--- src/hw/rtl/smsdd_pkg.sv ---
package smsdd_pkg;

   localparam int unsigned MaxResults = 4;

   localparam logic [7:0] UDHI_MASK   = 8'h40;
   localparam logic [7:0] DCS_UCS2    = 8'h08;
   localparam logic [7:0] IEI_CONCAT  = 8'h00;
   localparam logic [7:0] IEL_CONCAT  = 8'h03;
   localparam logic [7:0] UDHL_CONCAT = 8'd5;
   localparam logic [7:0] TS_OCTETS   = 8'd7;
   localparam logic [3:0] NIB_FILL    = 4'hF;
   localparam logic [7:0] CHAR_PLUS   = 8'h2B;
   localparam logic [7:0] CHAR_ZERO   = 8'h30;
   localparam logic [7:0] CHAR_A      = 8'h41;
   localparam logic [7:0] SEPT_MASK   = 8'h7F;
   localparam logic [7:0] UTF8_LEAD2  = 8'hC0;
   localparam logic [7:0] UTF8_LEAD3  = 8'hE0;
   localparam logic [7:0] UTF8_CONT   = 8'h80;
   localparam logic [5:0] UTF8_MASK   = 6'h3F;

   typedef enum logic [3:0] {
      PH_SMSC_LEN  = 4'd0,
      PH_SMSC_SKIP = 4'd1,
      PH_FIRST     = 4'd2,
      PH_ADDR_LEN  = 4'd3,
      PH_TOA       = 4'd4,
      PH_ADDR      = 4'd5,
      PH_PID       = 4'd6,
      PH_DCS       = 4'd7,
      PH_TS        = 4'd8,
      PH_UDL       = 4'd9,
      PH_UDHL      = 4'd10,
      PH_UDH       = 4'd11,
      PH_UCS2      = 4'd12,
      PH_GSM7      = 4'd13,
      PH_DONE      = 4'd14
   } phase_type;

   typedef enum logic [1:0] {
      KIND_SENDER = 2'd0,
      KIND_TIME   = 2'd1,
      KIND_TEXT   = 2'd2,
      KIND_END    = 2'd3
   } kind_type;

   typedef struct packed {
      phase_type   phase;
      logic [7:0]  field_count;
      logic        udhi_flag;
      logic [7:0]  digits_left;
      logic        coding_ucs2;
      logic [7:0]  septets_left;
      logic [7:0]  header_skip;
      logic        concat_cand;
      logic [7:0]  concat_ref;
      logic [7:0]  concat_total;
      logic [7:0]  concat_seq;
      logic [15:0] bit_buffer;
      logic [3:0]  bit_count;
      logic        ucs2_half;
      logic [7:0]  ucs2_high;
   } state_type;

   typedef struct packed {
      kind_type   kind;
      logic [7:0] value;
      logic       multipart;
      logic [7:0] concat_ref;
      logic [7:0] concat_total;
      logic [7:0] concat_seq;
      logic       error;
      logic       final_res;
   } result_type;

   typedef struct packed {
      logic [$clog2(MaxResults+1)-1:0]  count;
      result_type [MaxResults-1:0]      res;
   } batch_type;

   function automatic result_type mk_res(kind_type k, logic [7:0] v);
      result_type r;
      r = '0;
      r.kind = k;
      r.value = v;
      return r;
   endfunction

   function automatic logic [7:0] hex_char(logic [3:0] nib);
      logic [7:0] c;
      if (nib < 4'd10) begin
         c = CHAR_ZERO + {4'd0, nib};
      end else begin
         c = CHAR_A + {4'd0, nib} - 8'd10;
      end
      return c;
   endfunction

endpackage

--- src/hw/rtl/smsdd_step.sv ---
module smsdd_step (
   input  smsdd_pkg::state_type st,
   input  logic [7:0]           octet,
   input  logic                 last,
   output smsdd_pkg::state_type st_in,
   output smsdd_pkg::batch_type batch
);

   always_comb begin
      smsdd_pkg::state_type  s;
      smsdd_pkg::result_type [smsdd_pkg::MaxResults-1:0] r;
      smsdd_pkg::result_type sum;
      logic [2:0]  n;
      logic [3:0]  nib;
      logic [15:0] cp;
      logic [15:0] bbuf;
      logic [3:0]  bc;
      logic        err;
      logic        multi;

      s = st;
      r = '0;
      n = 3'd0;
      nib = 4'd0;
      cp = 16'd0;
      bbuf = 16'd0;
      bc = 4'd0;
      err = 1'b0;
      multi = 1'b0;
      sum = '0;

      case (st.phase)
         smsdd_pkg::PH_SMSC_LEN: begin
            s.field_count = octet;
            s.phase = (octet != 8'd0) ? smsdd_pkg::PH_SMSC_SKIP : smsdd_pkg::PH_FIRST;
         end
         smsdd_pkg::PH_SMSC_SKIP: begin
            s.field_count = st.field_count - 8'd1;
            if (s.field_count == 8'd0) s.phase = smsdd_pkg::PH_FIRST;
         end
         smsdd_pkg::PH_FIRST: begin
            s.udhi_flag = |(octet & smsdd_pkg::UDHI_MASK);
            s.phase = smsdd_pkg::PH_ADDR_LEN;
         end
         smsdd_pkg::PH_ADDR_LEN: begin
            s.digits_left = octet;
            s.field_count = 8'(({1'b0, octet} + 9'd1) >> 1);
            r[n[1:0]] = smsdd_pkg::mk_res(smsdd_pkg::KIND_SENDER, smsdd_pkg::CHAR_PLUS);
            n = n + 3'd1;
            s.phase = smsdd_pkg::PH_TOA;
         end
         smsdd_pkg::PH_TOA: begin
            s.phase = (st.field_count != 8'd0) ? smsdd_pkg::PH_ADDR : smsdd_pkg::PH_PID;
         end
         smsdd_pkg::PH_ADDR: begin
            nib = octet[3:0];
            if (nib != smsdd_pkg::NIB_FILL && s.digits_left != 8'd0) begin
               s.digits_left = s.digits_left - 8'd1;
               r[n[1:0]] = smsdd_pkg::mk_res(smsdd_pkg::KIND_SENDER, smsdd_pkg::hex_char(nib));
               n = n + 3'd1;
            end
            nib = octet[7:4];
            if (nib != smsdd_pkg::NIB_FILL && s.digits_left != 8'd0) begin
               s.digits_left = s.digits_left - 8'd1;
               r[n[1:0]] = smsdd_pkg::mk_res(smsdd_pkg::KIND_SENDER, smsdd_pkg::hex_char(nib));
               n = n + 3'd1;
            end
            s.field_count = st.field_count - 8'd1;
            if (s.field_count == 8'd0) s.phase = smsdd_pkg::PH_PID;
         end
         smsdd_pkg::PH_PID: begin
            s.phase = smsdd_pkg::PH_DCS;
         end
         smsdd_pkg::PH_DCS: begin
            s.coding_ucs2 = (octet == smsdd_pkg::DCS_UCS2);
            s.field_count = smsdd_pkg::TS_OCTETS;
            s.phase = smsdd_pkg::PH_TS;
         end
         smsdd_pkg::PH_TS: begin
            r[n[1:0]] = smsdd_pkg::mk_res(smsdd_pkg::KIND_TIME, octet);
            n = n + 3'd1;
            s.field_count = st.field_count - 8'd1;
            if (s.field_count == 8'd0) s.phase = smsdd_pkg::PH_UDL;
         end
         smsdd_pkg::PH_UDL: begin
            s.septets_left = octet;
            if (st.coding_ucs2) begin
               s.phase = st.udhi_flag ? smsdd_pkg::PH_UDHL : smsdd_pkg::PH_UCS2;
            end else begin
               s.phase = (octet != 8'd0) ? smsdd_pkg::PH_GSM7 : smsdd_pkg::PH_DONE;
            end
         end
         smsdd_pkg::PH_UDHL: begin
            s.header_skip = octet;
            s.field_count = 8'd0;
            s.concat_cand = (octet >= smsdd_pkg::UDHL_CONCAT);
            s.concat_ref = 8'd0;
            s.concat_total = 8'd0;
            s.concat_seq = 8'd0;
            s.phase = (octet != 8'd0) ? smsdd_pkg::PH_UDH : smsdd_pkg::PH_UCS2;
         end
         smsdd_pkg::PH_UDH: begin
            s.field_count = st.field_count + 8'd1;
            if (s.field_count == 8'd1 && octet != smsdd_pkg::IEI_CONCAT) s.concat_cand = 1'b0;
            if (s.field_count == 8'd2 && octet != smsdd_pkg::IEL_CONCAT) s.concat_cand = 1'b0;
            if (s.field_count == 8'd3) s.concat_ref = octet;
            if (s.field_count == 8'd4) s.concat_total = octet;
            if (s.field_count == 8'd5) s.concat_seq = octet;
            s.header_skip = st.header_skip - 8'd1;
            if (s.header_skip == 8'd0) s.phase = smsdd_pkg::PH_UCS2;
         end
         smsdd_pkg::PH_UCS2: begin
            if (!st.ucs2_half) begin
               s.ucs2_half = 1'b1;
               s.ucs2_high = octet;
            end else begin
               cp = {st.ucs2_high, octet};
               s.ucs2_half = 1'b0;
               s.ucs2_high = 8'd0;
               if (cp < 16'h0080) begin
                  r[n[1:0]] = smsdd_pkg::mk_res(smsdd_pkg::KIND_TEXT, cp[7:0]);
                  n = n + 3'd1;
               end else if (cp < 16'h0800) begin
                  r[n[1:0]] = smsdd_pkg::mk_res(smsdd_pkg::KIND_TEXT,
                                                smsdd_pkg::UTF8_LEAD2 | {3'd0, cp[10:6]});
                  n = n + 3'd1;
                  r[n[1:0]] = smsdd_pkg::mk_res(smsdd_pkg::KIND_TEXT,
                                                smsdd_pkg::UTF8_CONT | {2'd0, cp[5:0]});
                  n = n + 3'd1;
               end else begin
                  r[n[1:0]] = smsdd_pkg::mk_res(smsdd_pkg::KIND_TEXT,
                                                smsdd_pkg::UTF8_LEAD3 | {4'd0, cp[15:12]});
                  n = n + 3'd1;
                  r[n[1:0]] = smsdd_pkg::mk_res(smsdd_pkg::KIND_TEXT,
                     smsdd_pkg::UTF8_CONT | {2'd0, cp[11:6] & smsdd_pkg::UTF8_MASK});
                  n = n + 3'd1;
                  r[n[1:0]] = smsdd_pkg::mk_res(smsdd_pkg::KIND_TEXT,
                     smsdd_pkg::UTF8_CONT | {2'd0, cp[5:0] & smsdd_pkg::UTF8_MASK});
                  n = n + 3'd1;
               end
            end
         end
         smsdd_pkg::PH_GSM7: begin
            bbuf = st.bit_buffer | ({8'd0, octet} << st.bit_count[2:0]);
            bc = st.bit_count + 4'd8;
            for (int i = 0; i < 2; i++) begin
               if (bc >= 4'd7 && s.septets_left != 8'd0) begin
                  r[n[1:0]] = smsdd_pkg::mk_res(smsdd_pkg::KIND_TEXT,
                                                bbuf[7:0] & smsdd_pkg::SEPT_MASK);
                  n = n + 3'd1;
                  bbuf = bbuf >> 7;
                  bc = bc - 4'd7;
                  s.septets_left = s.septets_left - 8'd1;
               end
            end
            s.bit_buffer = bbuf;
            s.bit_count = bc;
            if (s.septets_left == 8'd0) s.phase = smsdd_pkg::PH_DONE;
         end
         default: begin
         end
      endcase

      if (last) begin
         err = (s.phase <= smsdd_pkg::PH_UDL) || (s.phase == smsdd_pkg::PH_UDHL) ||
               (s.phase == smsdd_pkg::PH_UDH) || (s.phase == smsdd_pkg::PH_GSM7);
         multi = s.concat_cand && (s.field_count >= smsdd_pkg::UDHL_CONCAT);
         sum = smsdd_pkg::mk_res(smsdd_pkg::KIND_END, 8'd0);
         sum.multipart = multi;
         sum.concat_ref = multi ? s.concat_ref : 8'd0;
         sum.concat_total = multi ? s.concat_total : 8'd0;
         sum.concat_seq = multi ? s.concat_seq : 8'd0;
         sum.error = err;
         sum.final_res = 1'b1;
         r[n[1:0]] = sum;
         n = n + 3'd1;
         s = '0;
      end

      st_in = s;
      batch.count = n;
      batch.res = r;
   end

endmodule

--- src/hw/rtl/smsdd_emit.sv ---
module smsdd_emit (
   input  logic                  clock,
   input  logic                  reset,
   input  logic                  load,
   input  smsdd_pkg::batch_type  batch,
   input  logic                  rsp_tready,
   output logic                  free,
   output logic                  rsp_tvalid,
   output smsdd_pkg::result_type rsp_res
);

   localparam int unsigned CntW = $clog2(smsdd_pkg::MaxResults + 1);
   localparam int unsigned IdxW = $clog2(smsdd_pkg::MaxResults);

   smsdd_pkg::result_type [smsdd_pkg::MaxResults-1:0] res_ff;
   logic [CntW-1:0] count_ff, count_in;
   logic [IdxW-1:0] rd_ff, rd_in;
   logic            last_take;

   assign rsp_tvalid = (count_ff != '0);
   assign rsp_res    = res_ff[rd_ff];
   assign last_take  = rsp_tvalid && rsp_tready && (CntW'(rd_ff) + CntW'(1) == count_ff);
   assign free       = (count_ff == '0) || last_take;

   always_comb begin
      count_in = count_ff;
      rd_in = rd_ff;
      if (load) begin
         count_in = batch.count;
         rd_in = '0;
      end else if (last_take) begin
         count_in = '0;
         rd_in = '0;
      end else if (rsp_tvalid && rsp_tready) begin
         rd_in = rd_ff + IdxW'(1);
      end
   end

   always_ff @(posedge clock) begin
      if (reset) begin
         count_ff <= '0;
         rd_ff <= '0;
      end else begin
         count_ff <= count_in;
         rd_ff <= rd_in;
      end
   end

   always_ff @(posedge clock) begin
      if (load) begin
         res_ff <= batch.res;
      end
   end

endmodule

--- src/hw/rtl/sms_deliver_pdu_decoder.sv ---
// SMS-DELIVER PDU decoder: octets enter on req_ (tlast on the final octet of the PDU) and
// results leave on rsp_, with the result kind on rsp_tuser and tlast on the end summary.
// An accepted octet sits in the input register, then is decoded in one pass into a batch
// of up to four results that is loaded into the result buffer and drained one result per
// cycle while rsp_tready is high. Octets that yield at most one result flow at one per
// cycle while rsp_tready is high; an octet yielding more results holds the input while the
// result buffer drains, so a UCS2 character with the end summary yields up to four results.
// After the end summary the decoder is back in its reset state, ready for the next PDU.
module sms_deliver_pdu_decoder (
   input  logic        clock,
   input  logic        reset,
   input  logic        req_tvalid,
   output logic        req_tready,
   input  logic [7:0]  req_tdata,  // octet[7:0]
   input  logic        req_tlast,
   output logic        rsp_tvalid,
   input  logic        rsp_tready,
   // value[7:0], multipart[8], concat_ref[16:9], concat_total[24:17], concat_seq[32:25],
   // error[33], zero fill[39:34]
   output logic [39:0] rsp_tdata,
   output logic [1:0]  rsp_tuser,  // kind[1:0]
   output logic        rsp_tlast
);

   logic                 in_valid_ff, in_valid_in;
   logic [7:0]           in_octet_ff;
   logic                 in_last_ff;
   logic                 take;
   logic                 free;
   smsdd_pkg::state_type state_ff, state_in;
   smsdd_pkg::batch_type batch;
   smsdd_pkg::result_type res;

   assign take       = in_valid_ff && free;
   assign req_tready = !in_valid_ff || take;

   always_comb begin
      in_valid_in = in_valid_ff;
      if (req_tvalid && req_tready) begin
         in_valid_in = 1'b1;
      end else if (take) begin
         in_valid_in = 1'b0;
      end
   end

   always_ff @(posedge clock) begin
      if (reset) begin
         in_valid_ff <= 1'b0;
         state_ff <= '0;
      end else begin
         in_valid_ff <= in_valid_in;
         if (take) begin
            state_ff <= state_in;
         end
      end
   end

   always_ff @(posedge clock) begin
      if (req_tvalid && req_tready) begin
         in_octet_ff <= req_tdata;
         in_last_ff <= req_tlast;
      end
   end

   smsdd_step u_step (
      .st    (state_ff),
      .octet (in_octet_ff),
      .last  (in_last_ff),
      .st_in (state_in),
      .batch (batch)
   );

   smsdd_emit u_emit (
      .clock      (clock),
      .reset      (reset),
      .load       (take),
      .batch      (batch),
      .rsp_tready (rsp_tready),
      .free       (free),
      .rsp_tvalid (rsp_tvalid),
      .rsp_res    (res)
   );

   assign rsp_tdata = {6'd0, res.error, res.concat_seq, res.concat_total, res.concat_ref,
                       res.multipart, res.value};
   assign rsp_tuser = res.kind;
   assign rsp_tlast = res.final_res;

endmodule

--- config.mk ---
export PLATFORM = sky130hd
export DESIGN_NAME = sms_deliver_pdu_decoder
export DESIGN_NICKNAME = d
export VERILOG_FILES = /design/src/hw/rtl/smsdd_pkg.sv /design/src/hw/rtl/smsdd_step.sv /design/src/hw/rtl/smsdd_emit.sv /design/src/hw/rtl/sms_deliver_pdu_decoder.sv
export SDC_FILE = /design/constraint.sdc
export NUM_CORES = 1
export LEC_CHECK = 0
export ABC_CLOCK_PERIOD_IN_PS = 15900
export BUFFER_PORTS_ARGS = -buffer_cell sky130_fd_sc_hd__buf_2
export CAP_MARGIN = 20
export CORE_ASPECT_RATIO = 0.75
export CORE_UTILIZATION = 30
export DETAILED_ROUTE_END_ITERATION = 8
export PLACE_DENSITY_LB_ADDON = 0.3
export SKIP_CTS_REPAIR_TIMING = 1
export SYNTH_ARGS = -nofsm -noshare
export SYNTH_HDL_FRONTEND = slang
export SYNTH_SLANG_ARGS = --single-unit
--- constraint.sdc ---
create_clock -name clock -period 15.9 [get_ports clock]
set_input_delay 3.18 -clock clock [delete_from_list [all_inputs] [get_ports clock]]
set_output_delay 3.18 -clock clock [all_outputs]
set_load 0.01 [all_outputs]
==> flow_summary.json, run 1 <==
{
  "status": "complete, no violations",
  "cts_buffer_depth": 3,
  "syn_inst": 1558,
  "grt_max_degree": 88,
  "dpl.cell_count": 2154,
  "critical_path.max_stage_delay_ns": 0.41,
  "syn-cell-area_mm2": 0.0146,
  "synth-simple-area-share_pct": 19.2,
  "synth_fa_ha_area_share_pct": 2.75,
  "antenna_cells": 0,
  "path_class": "in -> out",
  "finalMaxSlewViolations": 0,
  "cp_common_cell": "buf_2",
  "hold_path.class": "reg -> reg",
  "start_util_pct": 30.6,
  "clock.fmax_mhz": 139,
  "grt_pass1_vias": 11062,
  "grt_pass1_wl_um": 65200,
  "die_h_um": 193,
  "synth_ff_type": "edfxtp_1",
  "cp-start-kind": "input port",
  "synth_compound_area_share_pct": 19.9,
  "synth.yosys.seq_area_share_pct": 43.1,
  "routed_wl_um": 42100,
  "cts_tree": "done",
  "p_total_mw": 1.54,
  "cp_max_fo": 3,
  "ys_warn_count": 0,
  "final_cell_count_no_fill": 2204,
  "min_period_ns": 7.19,
  "synth_xor_area_share_pct": 2.58,
  "wl_per_cell_um": 19.1,
  "critPathBufInv": 2,
  "drtIter0Drc": 1210,
  "antenna_found_initial": 0,
  "track_usage_pct": 16.6,
  "ant_nets": 0,
  "pwr_density_cell_mw_per_mm2": 95.4,
  "fin_hold_ws_ns": 0.457,
  "nFillCells": 4919,
  "skew_ns": 0.0192,
  "htree_levels": 1,
  "synth-edff-count": 144,
  "numCtsBuffers": 27,
  "place_congestion": 0.900,
  "max-cap-violations": 0,
  "cp.arrival_ns": 4.01,
  "tightest_slew_ns": 1.06,
  "layout-drive-gt1-share_pct": 13.8,
  "drc": 0,
  "ys_ff_latch": 242,
  "insertion_delay_ns": 0.58,
  "finalHoldViolCount": 0,
  "setup_violations": 0,
  "io_pins": 58,
  "slowest_stage": "a21boi_0",
  "min_from": "state_ff[18]$_SDFFE_PP0P_",
  "portBuffers": 51,
  "synth_cell_types": 96,
  "peakVddDrop_uv": 76.1,
  "total_leakage_power_nw": 5.54,
  "fin_util_pct": 33.9,
  "coreArea_mm2": 0.0477,
  "vias": 12067,
  "synth_top_family_by_area": "compound AO/OA/AOI/OAI gates",
  "clock-sinks": 242,
  "rows": 69,
  "clk_pin_slew_ns": 0.06,
  "synth_mux_area_share_pct": 7.25,
  "rsz0062_at_grt": "false",
  "final.setup.tns_ns": 0,
  "die_area_mm2": 0.0495,
  "worstSetupEndpointType": "output pin",
  "grt_overflow": 0,
  "areaGrowthSynthToFinish_pct": 11.0,
  "crit_start": "rsp_tready",
  "fin_crit_sh_pct": 45.2,
  "max-slew-margin-rel_pct": 29.0,
  "final_nets": 1589,
  "dp_hpwl_um": 27700,
  "required_ns": 12.72,
  "crit_chain": "buf_2, a21boi_0, nand2_1, buf_2",
  "via_per_inst": 5.48,
  "dieWidth_um": 257,
  "r2r_start": "state_ff[10]$_SDFFE_PP0P_",
  "critPathTopFamily": "compound AO/OA/AOI/OAI gates",
  "syn_area_per_cell_um2": 9.35,
  "root_buffer": "clkbuf_16",
  "firstDrtPassIters": 5,
  "async_reset_ff_share_pct": 0
}
-- registers in the layout, summed over array words and instances, names as in the netlist --
signal and cells:
u_emit.res_ff 135, u_emit.rd_ff 2, in_last_ff 1, in_octet_ff 8
in_valid_ff 1, u_emit.count_ff 3, state_ff 92
-- where the power goes --
part | internal [mW] | switching [mW] | leakage [nW]
Combinational | 0.0698 | 0.139 | 2.87
Sequential | 0.682 | 0.00961 | 2.22
Clock | 0.363 | 0.280 | 0.448
Total | 1.11 | 0.429 | 5.54
-- path summary, 6_finish.rpt --
check	cells after the start	slack, ns	end
min reg2reg	2	0.46	state_ff[18]$_SDFFE_PP0P_
min	2	0.46	state_ff[18]$_SDFFE_PP0P_
max	4	8.71	req_tready
max reg2reg	23	9.58	u_emit.res_ff[67]$_DFFE_PP_
-- Yosys cell counts (all sizes together), types with 13 or more instances --
cell	instances	area, µm²
a211oi	16	133
a22oi	24	180
and2	14	87.6
nand3	35	175
nand2b	14	87.6
inv	38	143
buf	53	325
a32o	25	250
nand2	164	681
a22o	32	280
dfxtp	98	1960
ha	32	400
mux2i	31	310
edfxtp	144	4320
nor2	229	910
and3	19	119
nor4	14	103
clkbuf	72	272
o22ai	14	87.6
mux4	30	676
xor2	13	114
o21ai	97	485
nor3	42	220
xnor2	30	263
a21oi	96	480
-- kinds of logic (layout without fill, tap and decap cells) --
kind of cell / Yosys count / in the layout
xor+xnor: 43 / 43
fa+ha+maj: 32 / 32
other cells: 1 / 6
flops: 242 / 242
simple gates: 585 / 585
buf+inv: 166 / 168
compound gates: 422 / 422
mux: 67 / 67
-- stage by stage --
step | instance area (µm²) | setup slack, ns
final | 16200 | 8.71
after CTS | 16200 | 8.72
after global placement | 15300 | 8.74
after detailed placement | 15300 | 8.73
after global routing | 16200 | 8.66
after floorplan | 14600 | 6.78
-- layer usage --
metal  global-route usage [%]  vias to the layer above  share of wire (%)
met1                     25.6                     5876                 50
li1                         -                     5702                  -
met5                        0                        -                  0
met4                     3.18                        0                1.6
met3                     3.34                       48                7.4
met2                     23.5                      441                 41
-- cell usage in the layout, fill, tap and decap left out, drive strengths merged, types with 6 or more instances in the layout --
| master | Yosys | layout |
|---|---|---|
| mux2 | 6 | 6 |
| o21ai | 97 | 97 |
| o22ai | 14 | 14 |
| a31oi | 11 | 11 |
| o31ai | 8 | 8 |
| nand3 | 35 | 35 |
| nor2 | 229 | 229 |
| mux4 | 30 | 30 |
| nand2b | 14 | 14 |
| edfxtp | 144 | 144 |
| dfxtp | 98 | 98 |
| o211ai | 11 | 11 |
| nor3 | 42 | 42 |
| inv | 38 | 41 |
| conb | 1 | 6 |
| clkbuf | 72 | 32 |
| ha | 32 | 32 |
| a32o | 25 | 25 |
| and3 | 19 | 19 |
| nand2 | 164 | 164 |
| xor2 | 13 | 13 |
| buf | 53 | 77 |
| a22o | 32 | 32 |
| a32oi | 7 | 7 |
| xnor2 | 30 | 30 |
| a21o | 9 | 9 |
| a211oi | 16 | 16 |
| clkinv | 3 | 14 |
| nor4 | 14 | 14 |
| and2 | 14 | 14 |
| o41ai | 6 | 6 |
| a22oi | 24 | 24 |
| mux2i | 31 | 31 |
| a21boi | 9 | 9 |
| a21oi | 96 | 96 |
| nor2b | 11 | 11 |
| nand4 | 7 | 7 |
-- worst min-delay path: stages (launching register included) --
cell and delay [ns]:
dfxtp_1 0.31, nand2_1 0.05, a21oi_1 0.05
-- cell type report --
class	instances	area, µm²	area share, %
Clock buffer	32	724	4.48
Multi-Input combinational cell	1155	7570	46.8
Timing Repair Buffer	77	450	2.79
Clock inverter	18	183	1.13
Sequential cell	242	6290	38.9
Inverter	41	160	0.990
Tap cell	639	800	4.94
No activity file was read; power rests on OpenSTA's default activity.
==> run 2, diff against run 1 <==
ABC_AREA = 1   (was default)
ABC_CLOCK_PERIOD_IN_PS = 6300   (was 15900)
clock period = 6.3 ns   (was 15.9 ns; I/O delays follow)
==> flow_summary.json, run 2 <==
{
  "status": "complete, no violations",
  "vias": 13087,
  "routed_wl_um": 43900,
  "antenna_found_initial": 1,
  "reg.largest.list": "u_emit.res_ff: 135 flops, state_ff: 92 flops, in_octet_ff: 8 flops",
  "die_h_um": 192,
  "synth_cell_types": 63,
  "syn_inst": 1918,
  "track_usage_pct": 17.7,
  "ys_ff_latch": 242,
  "synth.yosys.seq_area_share_pct": 43.6,
  "seq_power_share_pct": 45.9,
  "switching_share_pct": 29.1,
  "final.setup.tns_ns": 0,
  "rr_endpoint": "u_emit.res_ff[104]$_DFFE_PP_",
  "required_ns": 6.63,
  "rows": 69,
  "finalHoldViolCount": 0,
  "path_class": "reg -> reg",
  "via_per_inst": 5.06,
  "clk_pin_slew_ns": 0.06,
  "grt_max_degree": 67,
  "final_cell_mix": "nand2_1, nor2_1, o21ai_0, inv_1, a21oi_1",
  "yosys.area.top_type": "edfxtp_1",
  "regMostFlops": "u_emit.res_ff",
  "yosys.area.top_type_share_pct": 30.0,
  "dp_hpwl_um": 30300,
  "root_buffer": "clkbuf_16",
  "insertion_delay_ns": 0.55,
  "skew_ns": 0.0128,
  "switching_power_mw": 1.11,
  "io_pins": 58,
  "async_reset_ff_share_pct": 0,
  "areaGrowthSynthToFinish_pct": 10.8,
  "regToRegSetupSlack_ns": 1.64,
  "final_common_cell": "nand2_1",
  "fin_util_pct": 33.7,
  "cp-start-kind": "flip-flop",
  "min_to": "state_ff[42]$_SDFFE_PP0P_",
  "finalMaxSlewViolations": 0,
  "min_period_ns": 4.66,
  "drtIter0Drc": 1193,
  "largest_reg_flops": 135,
  "die_area_mm2": 0.0490,
  "reg2reg_depth": 22,
  "syn-cell-area_mm2": 0.0144,
  "grt_overflow": 0,
  "synth-edff-count": 144,
  "coreArea_mm2": 0.0474,
  "grt_pass1_vias": 11792,
  "firstDrtPassIters": 8,
  "cts_buffer_depth": 3,
  "portBuffers": 51,
  "cp_max_fo": 30,
  "clock-sinks": 242,
  "synth_ff_type": "edfxtp_1",
  "p_int_mw": 2.71,
  "total_leakage_power_nw": 5.77,
  "r2r_start": "state_ff[9]$_SDFFE_PP0P_",
  "cp.arrival_ns": 4.98,
  "wl_per_cell_um": 17.0,
  "synth_area_leaders": "edfxtp_1, dfxtp_1, nand2_1, o21ai_0, nor2_1",
  "ant_nets": 0,
  "grt_pass1_wl_um": 68100,
  "hold_path.class": "reg -> reg",
  "place_congestion": 0.960,
  "numCtsBuffers": 27,
  "final_nets": 1970,
  "max-cap-violations": 0,
  "layout-drive-gt1-share_pct": 9.52,
  "worstSetupEndpointType": "flip-flop",
  "rsz0062_at_grt": "false",
  "synth_most_common_cell": "nand2_1",
  "htree_levels": 1,
  "ys_warn_count": 0,
  "clock.fmax_mhz": 215,
  "syn_area_per_cell_um2": 7.52,
  "pwr_density_cell_mw_per_mm2": 239,
  "whs_path_depth": 2,
  "start_util_pct": 30.4,
  "synthTopCellsByCount": "nand2_1, nor2_1, o21ai_0",
  "fin_crit_sh_pct": 74.0,
  "setup_violations": 0,
  "pwr-share-comb_pct": 16.6,
  "dieWidth_um": 255,
  "drc": 0,
  "peakVddDrop_uv": 165,
  "min_from": "state_ff[42]$_SDFFE_PP0P_",
  "max-slew-margin-rel_pct": 36.9,
  "cts_tree": "done",
  "pwr-share-clk_pct": 37.5,
  "tightest_slew_ns": 0.943
}
run 2: cell types whose count changed after synthesis, sizes merged, moves of 21 or more:
| cell | delta |
|---|---|
| a21oi | +74 |
| a22o | -32 |
| a22oi | -23 |
| a32o | -25 |
| inv | +163 |
| mux2i | -30 |
| mux4 | -30 |
| nand2 | +249 |
| nand3 | +36 |
| nor2 | +50 |
| o21ai | +103 |
| o22ai | +26 |
| xnor2 | -21 |
run 2: how the worst max path moves through the flow:
stage | startpoint | end | slack [ns] | cells past startpoint
2_1_floorplan | rsp_tready | state_ff[65]$_SDFFE_PP0P_ | 0.04 | 12
3_3_place_gp | state_ff[9]$_SDFFE_PP0P_ | u_emit.res_ff[104]$_DFFE_PP_ | 1.74 | 22
3_5_place_dp | state_ff[9]$_SDFFE_PP0P_ | u_emit.res_ff[58]$_SDFFCE_PN0P_ | 1.69 | 20
4_1_cts | state_ff[9]$_SDFFE_PP0P_ | u_emit.res_ff[47]$_SDFFCE_PN0P_ | 1.67 | 20
5_1_grt | state_ff[9]$_SDFFE_PP0P_ | u_emit.res_ff[30]$_DFFE_PP_ | 1.19 | 22
6_report | state_ff[9]$_SDFFE_PP0P_ | u_emit.res_ff[104]$_DFFE_PP_ | 1.64 | 22
run 2: final cells by class:
type | count | area, µm²
timing repair buffer | 74 | 440
multi-input combinational | 1366 | 6860
inverter | 214 | 808
tap | 639 | 800
fill | 5027 | 31400
sequential | 242 | 6290
clock buffer | 36 | 719
antenna | 1 | 2.50
clock inverter | 12 | 61.3
run 2: critical path, stage by stage (launching register included):
cell and delay, ns:
dfxtp_1 0.78, ha_1 0.30, nand2_2 0.07, nand2_2 0.15, inv_1 0.08, nor2_4 0.22, buf_4 0.36, nand2_1 0.09
nand2_1 0.18, nor2_4 0.07, nand2_2 0.09, nor2_4 0.04, nor2_4 0.32, ha_1 0.18, nand2_1 0.07, nand3_1 0.21
inv_1 0.11, ha_1 0.20, nand2_1 0.14, inv_1 0.08, nor2_1 0.17, inv_1 0.17, nor2_1 0.31
run 2: stage by stage:
stage	total power, mW	area (µm²)	instances	worst slack (ns)	hold slack (ns)
detailed placement	2.41	15200	2534	1.69	0.456
finish	3.82	16000	2584	1.64	0.464
global placement	2.41	15200	2534	1.74	0.452
CTS	3.84	16000	2582	1.67	0.465
global route	4.01	16000	2583	1.19	0.477
floorplan	2.26	14400	1923	0.0416	0.439
run 2: kinds of logic (layout without fill, tap and decap cells):
family                     after synthesis  in the layout  share of synthesized area, %
AOI/OAI and AO/OA                      466            466                          17.8
and+or+nand+nor                        824            824                          24.5
buffers and inverters                  315            336                          8.97
xor gates and xnor gates                37             37                          2.35
muxes                                    1              1                        0.0694
DFF                                    242            242                          43.6
other                                    1              7                        0.0260
adders and majority gates               32             32                          2.78
run 2: layer usage:
layer	track usage (%)	share of wire, %
met1	27.5	50
met2	25.1	41
met3	3.47	7.9
met4	2.88	1.2
met5	0	0
run 2: power groups by stage:
stage	registers, mW	logic [mW]	clock network, mW
after floorplan	1.78	0.484	0
after global routing	1.76	0.709	1.54
after global placement	1.78	0.625	0
after detailed placement	1.79	0.624	0
final	1.75	0.635	1.43
after CTS	1.75	0.627	1.46
==> run 3, diff against run 2 <==
ABC_CLOCK_PERIOD_IN_PS = 3800   (was 6300)
clock period = 3.8 ns   (was 6.3 ns; I/O delays follow)
==> flow_summary.json, run 3 (same netlist as run 2, synthesis figures left out) <==
{
  "reg.largest.list": "u_emit.res_ff: 135 flops, state_ff: 92 flops, in_octet_ff: 8 flops",
  "ant_nets": 0,
  "grt_pass1_wl_um": 69100,
  "firstDrtPassIters": 5,
  "cp_common_cell": "inv_2",
  "root_buffer": "clkbuf_16",
  "layout-drive-gt1-share_pct": 12.4,
  "path_class": "reg -> reg",
  "pwr_density_cell_mw_per_mm2": 408,
  "routed_wl_um": 44300,
  "required_ns": 4.07,
  "clock.fmax_mhz": 283,
  "finalMaxSlewViolations": 0,
  "portBuffers": 51,
  "gr-usage-met2_pct": 26.0,
  "antenna_found_initial": 2,
  "io_pins": 58,
  "die_area_mm2": 0.0490,
  "reg2reg_depth": 23,
  "min_period_ns": 3.53,
  "regMostFlops": "u_emit.res_ff",
  "cp.arrival_ns": 3.80,
  "htree_levels": 1,
  "skew_ns": 0.0168,
  "coreArea_mm2": 0.0474,
  "via_per_inst": 5.01,
  "critical_path.max_stage_delay_ns": 0.39,
  "largest_reg_flops": 135,
  "final_common_cell": "nand2_1",
  "use_met1_pct": 27.7,
  "fin_hold_ws_ns": 0.405,
  "areaGrowthSynthToFinish_pct": 15.0,
  "hold_path.class": "in -> reg",
  "multi_input_area_mm2": 0.00689,
  "clock-sinks": 242,
  "seq_area_mm2": 0.00629,
  "finalHoldViolCount": 0,
  "max-slew-margin-rel_pct": 47.9,
  "max-cap-violations": 0,
  "fin_crit_sh_pct": 93.0,
  "worstSetupEndpointType": "flip-flop",
  "clk_pin_slew_ns": 0.06,
  "drc": 0,
  "track_usage_pct": 18.0,
  "setup_violations": 0,
  "cp-start-kind": "flip-flop",
  "drtIter0Drc": 1192,
  "insertion_delay_ns": 0.54,
  "final.setup.tns_ns": 0,
  "wl_per_cell_um": 16.8,
  "cts_buffer_depth": 3,
  "cts_tree": "done",
  "fin_util_pct": 35.0,
  "dieWidth_um": 255,
  "grt_overflow": 0,
  "grt_pass1_vias": 12193,
  "rsz0062_at_grt": "false",
  "vias": 13222,
  "peakVddDrop_uv": 247,
  "place_congestion": 0.937,
  "use_met3_pct": 3.20,
  "tightest_slew_ns": 0.782,
  "grt_max_degree": 103,
  "rows": 69,
  "whs_path_depth": 1,
  "final_nets": 2026,
  "crit_chain": "ha_1, nand2_1, nor2_2, inv_2, nand2_4, inv_2, nand4_1, xor2_1, nand2_1, nor2_4, nand3_1, nand2_2, inv_2, ha_1, a21oi_2, nand3_2, inv_2, ha_1, nand2_1, buf_6, o21ai_0, buf_4, a31oi_1",
  "nFillCells": 4974,
  "numCtsBuffers": 27,
  "cp_max_fo": 7,
  "start_util_pct": 30.4,
  "status": "complete, no violations",
  "die_h_um": 192,
  "total_leakage_power_nw": 6.11,
  "top_usage_layer": "met1",
  "final_cell_mix": "nand2_1, nor2_1, o21ai_0, inv_1, a21oi_1",
  "slowest_stage": "edfxtp_1",
  "dp_hpwl_um": 31800
}
-- run 3: power by group --
group          leakage [nW]  total, mW  switching, mW  internal [mW]
registers              2.16       2.90         0.0397           2.86
clock network         0.430       2.69           1.06           1.64
logic                  3.52       1.17          0.788          0.380
total                  6.11       6.76           1.89           4.88
-- run 3: worst max-delay path: cells and delay by family, from the launching register on --
| kind | cells | cell delay [ns] |
|---|---|---|
| DFF | 1 | 0.39 |
| xor gates and xnor gates | 1 | 0.22 |
| adders and majority gates | 3 | 0.64 |
| and+or+nand+nor | 10 | 1.01 |
| buffers and inverters | 6 | 0.70 |
| AOI/OAI and AO/OA | 3 | 0.31 |
-- run 3: area by class of cell --
cell class | instances | area share (%)
clock inverters | 15 | 1.22
inverters | 214 | 4.92
clock buffers | 32 | 4.19
flip-flops and latches | 242 | 37.9
repair buffers | 130 | 5.36
multi-input cells | 1366 | 41.6
well taps | 639 | 4.82
diodes | 1 | 0.0151
-- run 3: routing by layer --
metal	routed length [µm]	share of wire [%]
met5	17	0.038
met2	18300	41
met1	22400	50
met3	2990	6.7
met4	652	1.5
-- run 3: metrics by stage --
stage / instances / instance area (µm²) / total power [mW] / setup WS, ns
floorplan: 1923 / 14400 / 3.74 / 0.0471
global placement: 2588 / 15600 / 4.09 / 0.240
detailed placement: 2588 / 15600 / 4.09 / 0.107
CTS: 2635 / 16500 / 6.79 / 0.105
global route: 2638 / 16600 / 7.05 / 0.00297
finish: 2639 / 16600 / 6.76 / 0.266
-- run 3: worst paths after layout --
check,start,endpoint,slack [ns]
max reg2reg,in_octet_ff[0]$_DFFE_PP_,u_emit.res_ff[29]$_DFFE_PP_,0.27
min,req_tdata[0],in_octet_ff[0]$_DFFE_PP_,0.40
min reg2reg,state_ff[27]$_SDFFE_PP0P_,state_ff[27]$_SDFFE_PP0P_,0.46
max,in_octet_ff[0]$_DFFE_PP_,u_emit.res_ff[29]$_DFFE_PP_,0.27
